<file path="src/rtl/rcfp_pkg.sv">
// ----------------------------------------------------------------------------
// rcfp_pkg
// Shared types and constants of the RC channel frame parser.
// ----------------------------------------------------------------------------
package rcfp_pkg;

	localparam int unsigned BYTE_W  = 8;
	localparam int unsigned CHAN_W  = 16;
	localparam int unsigned CFG_W   = 8;
	localparam int unsigned CFG_IDX_W = 2;

	localparam int unsigned Q_DEPTH = 2;
	localparam int unsigned Q_PTR_W = 1;
	localparam int unsigned Q_CNT_W = 2;

	localparam logic [CFG_IDX_W-1:0] CFG_HEADER_FIRST   = 2'd0;
	localparam logic [CFG_IDX_W-1:0] CFG_HEADER_SECOND  = 2'd1;
	localparam logic [CFG_IDX_W-1:0] CFG_TRAILER_FIRST  = 2'd2;
	localparam logic [CFG_IDX_W-1:0] CFG_TRAILER_SECOND = 2'd3;

	localparam logic [BYTE_W-1:0] RST_HEADER_FIRST   = 8'd170;
	localparam logic [BYTE_W-1:0] RST_HEADER_SECOND  = 8'd187;
	localparam logic [BYTE_W-1:0] RST_TRAILER_FIRST  = 8'd204;
	localparam logic [BYTE_W-1:0] RST_TRAILER_SECOND = 8'd221;

	typedef enum logic [2:0] {
		CLS_HDR1      = 3'd0,
		CLS_HDR2      = 3'd1,
		CLS_TRL1      = 3'd2,
		CLS_TRL2      = 3'd3,
		CLS_DATA      = 3'd4,
		CLS_LINK_UP   = 3'd5,
		CLS_LINK_DOWN = 3'd6
	} cls_t;

	typedef struct packed {
		cls_t              cls;
		logic [BYTE_W-1:0] data;
	} item_t;

endpackage

</file>
<file path="src/rtl/rcfp_front.sv">
// ----------------------------------------------------------------------------
// rcfp_front
// Holds the marker registers, accepts items and classifies each byte.
// ----------------------------------------------------------------------------
module rcfp_front
	import rcfp_pkg::*;
(
	input  logic                 clk,
	input  logic                 arst_n,
	input  logic                 cfg_we,
	input  logic [CFG_IDX_W-1:0] cfg_index,
	input  logic [CFG_W-1:0]     cfg_data,
	input  logic                 in_valid,
	output logic                 in_stall,
	input  logic                 req_type,
	input  logic [BYTE_W-1:0]    rx_byte,
	input  logic                 link_level,
	input  logic                 q_full,
	output logic                 q_push,
	output item_t                q_item
);

	logic [BYTE_W-1:0] hdr1_q, hdr2_q, trl1_q, trl2_q;
	cls_t cls;

	always_ff @(posedge clk or negedge arst_n) begin
		if (!arst_n) begin
			hdr1_q <= RST_HEADER_FIRST;
			hdr2_q <= RST_HEADER_SECOND;
			trl1_q <= RST_TRAILER_FIRST;
			trl2_q <= RST_TRAILER_SECOND;
		end else if (cfg_we) begin
			case (cfg_index)
				CFG_HEADER_FIRST:   hdr1_q <= cfg_data;
				CFG_HEADER_SECOND:  hdr2_q <= cfg_data;
				CFG_TRAILER_FIRST:  trl1_q <= cfg_data;
				CFG_TRAILER_SECOND: trl2_q <= cfg_data;
				default: ;
			endcase
		end
	end

	// first matching marker wins
	always_comb begin
		if (req_type)
			cls = link_level ? CLS_LINK_UP : CLS_LINK_DOWN;
		else if (rx_byte == hdr1_q)
			cls = CLS_HDR1;
		else if (rx_byte == hdr2_q)
			cls = CLS_HDR2;
		else if (rx_byte == trl1_q)
			cls = CLS_TRL1;
		else if (rx_byte == trl2_q)
			cls = CLS_TRL2;
		else
			cls = CLS_DATA;
	end

	assign in_stall    = q_full;
	assign q_push      = in_valid && !q_full;
	assign q_item.cls  = cls;
	assign q_item.data = rx_byte;

endmodule

</file>
<file path="src/rtl/rcfp_queue.sv">
// ----------------------------------------------------------------------------
// rcfp_queue
// Two-entry item queue between the classifier and the parser.
// ----------------------------------------------------------------------------
module rcfp_queue
	import rcfp_pkg::*;
(
	input  logic  clk,
	input  logic  arst_n,
	input  logic  push,
	input  item_t push_item,
	output logic  full,
	input  logic  pop,
	output logic  empty,
	output item_t pop_item
);

	item_t               mem_q [Q_DEPTH];
	logic [Q_PTR_W-1:0]  wr_ptr_q, rd_ptr_q;
	logic [Q_CNT_W-1:0]  cnt_q;

	assign full     = (cnt_q == Q_CNT_W'(Q_DEPTH));
	assign empty    = (cnt_q == '0);
	assign pop_item = mem_q[rd_ptr_q];

	always_ff @(posedge clk) begin
		if (push)
			mem_q[wr_ptr_q] <= push_item;
	end

	always_ff @(posedge clk or negedge arst_n) begin
		if (!arst_n) begin
			wr_ptr_q <= '0;
			rd_ptr_q <= '0;
			cnt_q    <= '0;
		end else begin
			if (push)
				wr_ptr_q <= wr_ptr_q + 1'b1;
			if (pop)
				rd_ptr_q <= rd_ptr_q + 1'b1;
			if (push && !pop)
				cnt_q <= cnt_q + 1'b1;
			else if (pop && !push)
				cnt_q <= cnt_q - 1'b1;
		end
	end

endmodule

</file>
<file path="src/rtl/rcfp_back.sv">
// ----------------------------------------------------------------------------
// rcfp_back
// Frame state machine, channel store and result register.
// ----------------------------------------------------------------------------
module rcfp_back
	import rcfp_pkg::*;
#(
	parameter int unsigned NUM_CHANNELS = 4
)
(
	input  logic              clk,
	input  logic              arst_n,
	input  logic              q_empty,
	input  item_t             q_item,
	output logic              q_pop,
	output logic              out_valid,
	input  logic              out_stall,
	output logic              connected,
	output logic              receiving,
	output logic              frame_done,
	output logic [CHAN_W-1:0] channel_0,
	output logic [CHAN_W-1:0] channel_1,
	output logic [CHAN_W-1:0] channel_2,
	output logic [CHAN_W-1:0] channel_3
);

	localparam int unsigned IDX_W = $clog2(NUM_CHANNELS + 1);
	localparam logic [IDX_W-1:0] IDX_FULL = IDX_W'(NUM_CHANNELS);

	typedef enum logic [4:0] {
		PH_DISC    = 5'b00001,
		PH_WAITING = 5'b00010,
		PH_START   = 5'b00100,
		PH_READING = 5'b01000,
		PH_STOP    = 5'b10000
	} phase_t;

	phase_t             phase_q, phase_d;
	logic [IDX_W-1:0]   idx_q, idx_d;
	logic               hi_q, hi_d;
	logic               done_q, done_d;
	logic               valid_q;
	logic               take, store;
	logic [CHAN_W-1:0]  ch_q [NUM_CHANNELS];
	logic [CHAN_W-1:0]  ch_out [4];

	assign q_pop = !q_empty && (!valid_q || !out_stall);
	assign store = take && (idx_q != IDX_FULL);

	always_comb begin
		phase_d = phase_q;
		idx_d   = idx_q;
		hi_d    = hi_q;
		done_d  = 1'b0;
		take    = 1'b0;
		case (q_item.cls)
			CLS_LINK_UP:   phase_d = PH_WAITING;
			CLS_LINK_DOWN: phase_d = PH_DISC;
			CLS_HDR1: begin
				if (phase_q == PH_WAITING)
					phase_d = PH_START;
				else if (phase_q == PH_READING)
					take = 1'b1;
			end
			CLS_HDR2: begin
				if (phase_q == PH_START) begin
					phase_d = PH_READING;
					idx_d   = '0;
				end else if (phase_q == PH_READING) begin
					take = 1'b1;
				end
			end
			CLS_TRL1: begin
				if (phase_q == PH_READING) begin
					if (idx_q == IDX_FULL)
						phase_d = PH_STOP;
					else
						take = 1'b1;
				end
			end
			CLS_TRL2: begin
				if (phase_q == PH_STOP) begin
					phase_d = PH_WAITING;
					done_d  = 1'b1;
				end else if (phase_q == PH_READING) begin
					take = 1'b1;
				end
			end
			CLS_DATA: begin
				if (phase_q == PH_READING)
					take = 1'b1;
			end
			default: ;
		endcase
		if (store) begin
			hi_d = !hi_q;
			if (!hi_q)
				idx_d = idx_q + 1'b1;
		end
	end

	always_ff @(posedge clk or negedge arst_n) begin
		if (!arst_n) begin
			phase_q <= PH_DISC;
			idx_q   <= '0;
			hi_q    <= 1'b1;
			done_q  <= 1'b0;
			valid_q <= 1'b0;
		end else begin
			if (q_pop) begin
				phase_q <= phase_d;
				idx_q   <= idx_d;
				hi_q    <= hi_d;
				done_q  <= done_d;
				valid_q <= 1'b1;
			end else if (!out_stall) begin
				valid_q <= 1'b0;
			end
		end
	end

	for (genvar k = 0; k < NUM_CHANNELS; k++) begin : g_chan
		always_ff @(posedge clk or negedge arst_n) begin
			if (!arst_n)
				ch_q[k] <= '0;
			else if (q_pop && store && idx_q == IDX_W'(k)) begin
				if (hi_q)
					ch_q[k] <= {q_item.data, {BYTE_W{1'b0}}};
				else
					ch_q[k] <= ch_q[k] | {{(CHAN_W-BYTE_W){1'b0}}, q_item.data};
			end
		end
	end

	for (genvar k = 0; k < 4; k++) begin : g_out
		if (k < NUM_CHANNELS) begin : g_used
			assign ch_out[k] = ch_q[k];
		end else begin : g_unused
			assign ch_out[k] = '0;
		end
	end

	assign out_valid  = valid_q;
	assign connected  = (phase_q != PH_DISC);
	assign receiving  = (phase_q == PH_READING);
	assign frame_done = done_q;
	assign channel_0  = ch_out[0];
	assign channel_1  = ch_out[1];
	assign channel_2  = ch_out[2];
	assign channel_3  = ch_out[3];

	a_idx_range: assert property (@(posedge clk) disable iff (!arst_n)
		idx_q <= IDX_FULL)
		else $error("channel index beyond channel count");

	a_done_waiting: assert property (@(posedge clk) disable iff (!arst_n)
		out_valid && frame_done |-> phase_q == PH_WAITING)
		else $error("frame done without return to waiting");

	a_no_pop_stalled: assert property (@(posedge clk) disable iff (!arst_n)
		out_valid && out_stall |-> !q_pop)
		else $error("item popped while result stalled");

	a_done_needs_stop: assert property (@(posedge clk) disable iff (!arst_n)
		q_pop && done_d |-> phase_q == PH_STOP)
		else $error("frame closed outside stop phase");

endmodule

</file>
<file path="src/rtl/rc_channel_frame_parser_core.sv">
// ----------------------------------------------------------------------------
// rc_channel_frame_parser_core
// Path: an accepted item goes into the queue, then into the result register.
// Throughput: one item per cycle while out_stall is low; the two-entry queue
// and the result register decouple input stall from output stall.
// Reset: asynchronous, active low; link disconnected, channels zero, marker
// registers at their defaults.
// ----------------------------------------------------------------------------
module rc_channel_frame_parser_core
	import rcfp_pkg::*;
#(
	parameter int unsigned NUM_CHANNELS = 4
)
(
	input  logic                 clk,
	input  logic                 arst_n,
	input  logic                 cfg_we,
	input  logic [CFG_IDX_W-1:0] cfg_index,
	input  logic [CFG_W-1:0]     cfg_data,
	input  logic                 in_valid,
	output logic                 in_stall,
	input  logic                 req_type,
	input  logic [BYTE_W-1:0]    rx_byte,
	input  logic                 link_level,
	output logic                 out_valid,
	input  logic                 out_stall,
	output logic                 connected,
	output logic                 receiving,
	output logic                 frame_done,
	output logic [CHAN_W-1:0]    channel_0,
	output logic [CHAN_W-1:0]    channel_1,
	output logic [CHAN_W-1:0]    channel_2,
	output logic [CHAN_W-1:0]    channel_3
);

	logic  q_full, q_push, q_empty, q_pop;
	item_t push_item, pop_item;

	rcfp_front u_front (
		.clk        (clk),
		.arst_n     (arst_n),
		.cfg_we     (cfg_we),
		.cfg_index  (cfg_index),
		.cfg_data   (cfg_data),
		.in_valid   (in_valid),
		.in_stall   (in_stall),
		.req_type   (req_type),
		.rx_byte    (rx_byte),
		.link_level (link_level),
		.q_full     (q_full),
		.q_push     (q_push),
		.q_item     (push_item)
	);

	rcfp_queue u_queue (
		.clk       (clk),
		.arst_n    (arst_n),
		.push      (q_push),
		.push_item (push_item),
		.full      (q_full),
		.pop       (q_pop),
		.empty     (q_empty),
		.pop_item  (pop_item)
	);

	rcfp_back #(
		.NUM_CHANNELS (NUM_CHANNELS)
	) u_back (
		.clk        (clk),
		.arst_n     (arst_n),
		.q_empty    (q_empty),
		.q_item     (pop_item),
		.q_pop      (q_pop),
		.out_valid  (out_valid),
		.out_stall  (out_stall),
		.connected  (connected),
		.receiving  (receiving),
		.frame_done (frame_done),
		.channel_0  (channel_0),
		.channel_1  (channel_1),
		.channel_2  (channel_2),
		.channel_3  (channel_3)
	);

endmodule
</file>
<file path="config.mk">
export PLATFORM = sky130hd
export DESIGN_NAME = rc_channel_frame_parser_core
export DESIGN_NICKNAME = d
export VERILOG_FILES = /design/src/rtl/rcfp_pkg.sv /design/src/rtl/rcfp_front.sv /design/src/rtl/rcfp_queue.sv /design/src/rtl/rcfp_back.sv /design/src/rtl/rc_channel_frame_parser_core.sv
export SDC_FILE = /design/constraint.sdc
export NUM_CORES = 1
export LEC_CHECK = 0
export ABC_CLOCK_PERIOD_IN_PS = 6600
export BUFFER_PORTS_ARGS = -buffer_cell sky130_fd_sc_hd__buf_4
export CAP_MARGIN = 20
export CORE_MARGIN = 2
export CORE_UTILIZATION = 50
export CTS_CLUSTER_SIZE = 30
export DETAILED_ROUTE_END_ITERATION = 12
export PLACE_DENSITY_LB_ADDON = 0.25
export REMOVE_ABC_BUFFERS = 1
export SLEW_MARGIN = 20
export SYNTH_ARGS = -nofsm -noshare
export SYNTH_HDL_FRONTEND = slang
export SYNTH_HIERARCHICAL = 1
export SYNTH_SLANG_ARGS = --single-unit
</file>
<file path="constraint.sdc">
create_clock -name clk -period 6.6 [get_ports clk]
set_input_delay 0.99 -clock clk [delete_from_list [all_inputs] [get_ports clk]]
set_output_delay 0.99 -clock clk [all_outputs]
set_load 0.02 [all_outputs]
</file>
==> results.py <==
metrics = {
    "final_layout": {
        "num_antenna_cells": 0,
        "fin_nets": 562,
        "drive_gt1_frac": 0.4338,
        "layoutNonFillerInstCount": 687,
        "area_delta_synth_final_pct": 22.10,
        "nFillCells": 879,
    },
    "routing": {
        "remaining_drc_errors": 0,
        "drtIter0Drc": 224,
        "drtPass1Iterations": 4,
        "drt-total-wl_um": 12050,
        "wire_per_inst_um": 17.54,
        "via_per_inst": 5.429,
        "num_vias": 3730,
        "drtAntennaViolNets": 0,
    },
    "critical_path": {
        "max_stage_delay_ps": 760,
        "path_depth": 5,
        "cp.required_ps": 6910,
        "crit_chain": "mux2_4, o21ai_2, and4_1, and3_1, mux2_2",
        "cp_top_family": "simple AND/OR/NAND/NOR gates",
        "rr_worst_depth": 5,
        "cp.arrival_ps": 3080,
        "endpoint_kind": "register",
        "cp_num_buf_inv": 0,
        "slowest_stage": "dfrtp_1",
        "worstSetupPathType": "reg -> reg",
        "worstPathMaxFanout": 16,
        "cp-start-kind": "register",
    },
    "die": {
        "num_rows": 39,
        "coreArea_um2": 11420,
        "die-area_um2": 12610,
        "io_pins": 94,
        "die_h_um": 112.3,
        "start_util": 0.5136,
        "die_w_um": 112.3,
    },
    "cts": {
        "htree_levels": 4,
        "cts_buffers": 17,
        "clockBufferDepth": 2,
        "cts-root-buf": "clkbuf_16",
        "hold_buffers": 0,
        "clock_sinks": 133,
        "post_cts_buffers": 0,
        "clk_latency_ps": 420,
        "cts_resized": 0,
        "cts_tree": "built",
        "path_clk_slew_ps": 60,
    },
    "power": {
        "leakage_nw": 3.324,
        "p_per_area_nw_per_um2": 339.5,
        "finalPower_w": 0.002431,
        "irDropWorstVdd_mv": 0.2330,
    },
    "placement": {
        "post-place-ws_ps": 3782,
        "place.gp.congestion": 0.8579,
        "hpwl_um": 8500,
        "place.port_buffers": 93,
        "dp.cells": 655,
    },
    "sta": {
        "clock_skew_ps": 7.350,
        "finalHoldViolations": 0,
        "layout_worst_path_cycle_share": 0.4204,
        "drv_slew": 0,
        "slew_headroom": 0.3977,
        "final.setup.worst_slack_ps": 3825,
        "fin_setup_tns_ps": 0,
        "period_needed_ps": 2775,
        "setup_violations": 0,
        "max_freq_mhz": 360.4,
        "worstMarginPinSlew_ps": 901.7,
        "rsz0062_at_grt": "no",
    },
    "yosys": {
        "syn_avg_cell_area_um2": 13.30,
        "synth_top_area_share": 0.3798,
        "synthArstFlopShare": 0.8346,
        "ys_ff_latch": 133,
        "yosysTopAreaCell": "dfrtp_1",
        "ys_types": 54,
        "postSynth.topFlopCell": "dfrtp_1",
        "ys_seq_area_frac": 0.5910,
        "syn_inst": 441,
        "syn-cell-area_um2": 5864,
        "synth_area_leaders": "dfrtp_1, mux2_2, edfxtp_1",
        "yosys-top-cells-count": "dfrtp_1, mux2_2, nor2_1, a21oi_1, xnor2_1",
        "yosys_warnings": 6,
        "synth_enable_flop_cells": 22,
        "yosys.cell_count.top_type": "dfrtp_1",
    },
    "status": {
        "status": "finished, final reports clean",
    },
    "hold_path": {
        "hold_class": "reg -> reg",
        "hold_path_depth": 2,
    },
    "global_routing": {
        "grt_max_degree": 72,
        "grt_pass1_wl_um": 19640,
        "overflow": 0,
        "grtUsageTotal": 0.2052,
        "antenna_found_initial": 0,
        "grt_pass1_vias": 3730,
    },
    "job": {
        "drv_cap": 0,
    },
}
==> sequential cells by signal, summed over array words and instances, names as in the netlist, 2 cells and up <==
name,cells
u_back/channel_0,16
u_back/channel_1,16
u_back/channel_2,16
u_back/channel_3,16
u_back/idx_q,3
u_back/phase_q,5
u_front/hdr1_q,8
u_front/hdr2_q,8
u_front/trl1_q,8
u_front/trl2_q,8
u_queue/cnt_q,2
u_queue/mem_q,22
==> layer usage <==
| layer | vias up | GRT usage | share of wire |
|---|---|---|---|
| met3 | 18 | 0.05940 | 0.059 |
| met1 | 1861 | 0.2730 | 0.44 |
| met2 | 112 | 0.3201 | 0.48 |
| met4 | 0 | 0.08293 | 0.021 |
| li1 | 1739 | - | - |
| met5 | - | 0 | 0 |
==> cells in the final DEF, fill, tap and decap left out, types with 5 or more instances in the layout <==
cell type   n
edfxtp_1   22
nand4_1     8
nor2b_1     6
xor2_1     12
clkbuf_16  18
ha_1        6
buf_4      94
inv_1       8
dfrtp_1    89
nand2_1    12
nor2_1     43
dfstp_2    22
mux2_2     64
a21oi_1    37
xnor2_1    25
mux2_4     11
and2_1      5
inv_6       5
==> report_power, final <==
| part | internal [W] | switching, W | leakage [nW] |
|---|---|---|---|
| clock | 0.000550 | 0.000367 | 0.284 |
| sequential | 0.000963 | 0.0000830 | 1.63 |
| combinational | 0.000206 | 0.000262 | 1.41 |
| total | 0.00172 | 0.000712 | 3.32 |
==> cell families (layout without fill, tap and decap cells) <==
group                    count (synthesis)  in the layout  share of synthesized area
AO/OA/AOI/OAI                           60             60                    0.06401
XOR/XNOR                                37             37                    0.05526
adder cells (fa/ha/maj)                  6              6                    0.01280
buffers and inverters                   31            134                    0.03542
flip-flops                             133            133                     0.5910
multiplexers                            76             76                     0.1528
AND/OR/NAND/NOR                         98             98                    0.08876
==> tightest hold or removal path, delay by kind of cell (launching register included) <==
kind | cells | cell delay, ps
compound gates | 1 | 40
flops | 1 | 350
simple gates | 1 | 80
==> cell type report <==
type                    count  area, um2  share of cell area
well taps                 143      178.9             0.02499
clock inverters            13      135.1             0.01887
multi-input cells         277       2191              0.3060
clock buffers              19      454.2             0.06343
inverters                   8      30.03            0.004194
repair buffers             94      705.7             0.09855
flip-flops and latches    133       3466              0.4840
==> through the flow <==
| step | hold slack (ps) | util | cell area [um2] |
|---|---|---|---|
| floorplan | 455.5 | - | 5687 |
| global placement | 470.6 | 0.5755 | 6571 |
| detailed placement | 489.4 | 0.5755 | 6571 |
| CTS | 500.6 | 0.6271 | 7161 |
| global route | 519.7 | 0.6271 | 7161 |
| finish | 505.0 | 0.6271 | 7161 |
==> path summary, 6_finish.rpt <==
path,start,endpoint,slack [ps]
max,u_queue/rd_ptr_q,u_back/channel_1[12],3830
min,u_back/channel_1[4],u_back/channel_1[4],500
max reg2reg,u_queue/rd_ptr_q,u_back/channel_1[12],3830
min reg2reg,u_back/channel_1[4],u_back/channel_1[4],500
max in group asynchronous,arst_n,u_back/channel_2[3],4810
min in group asynchronous,arst_n,u_back/channel_3[14],540
Power figures use the tool's default switching activity.
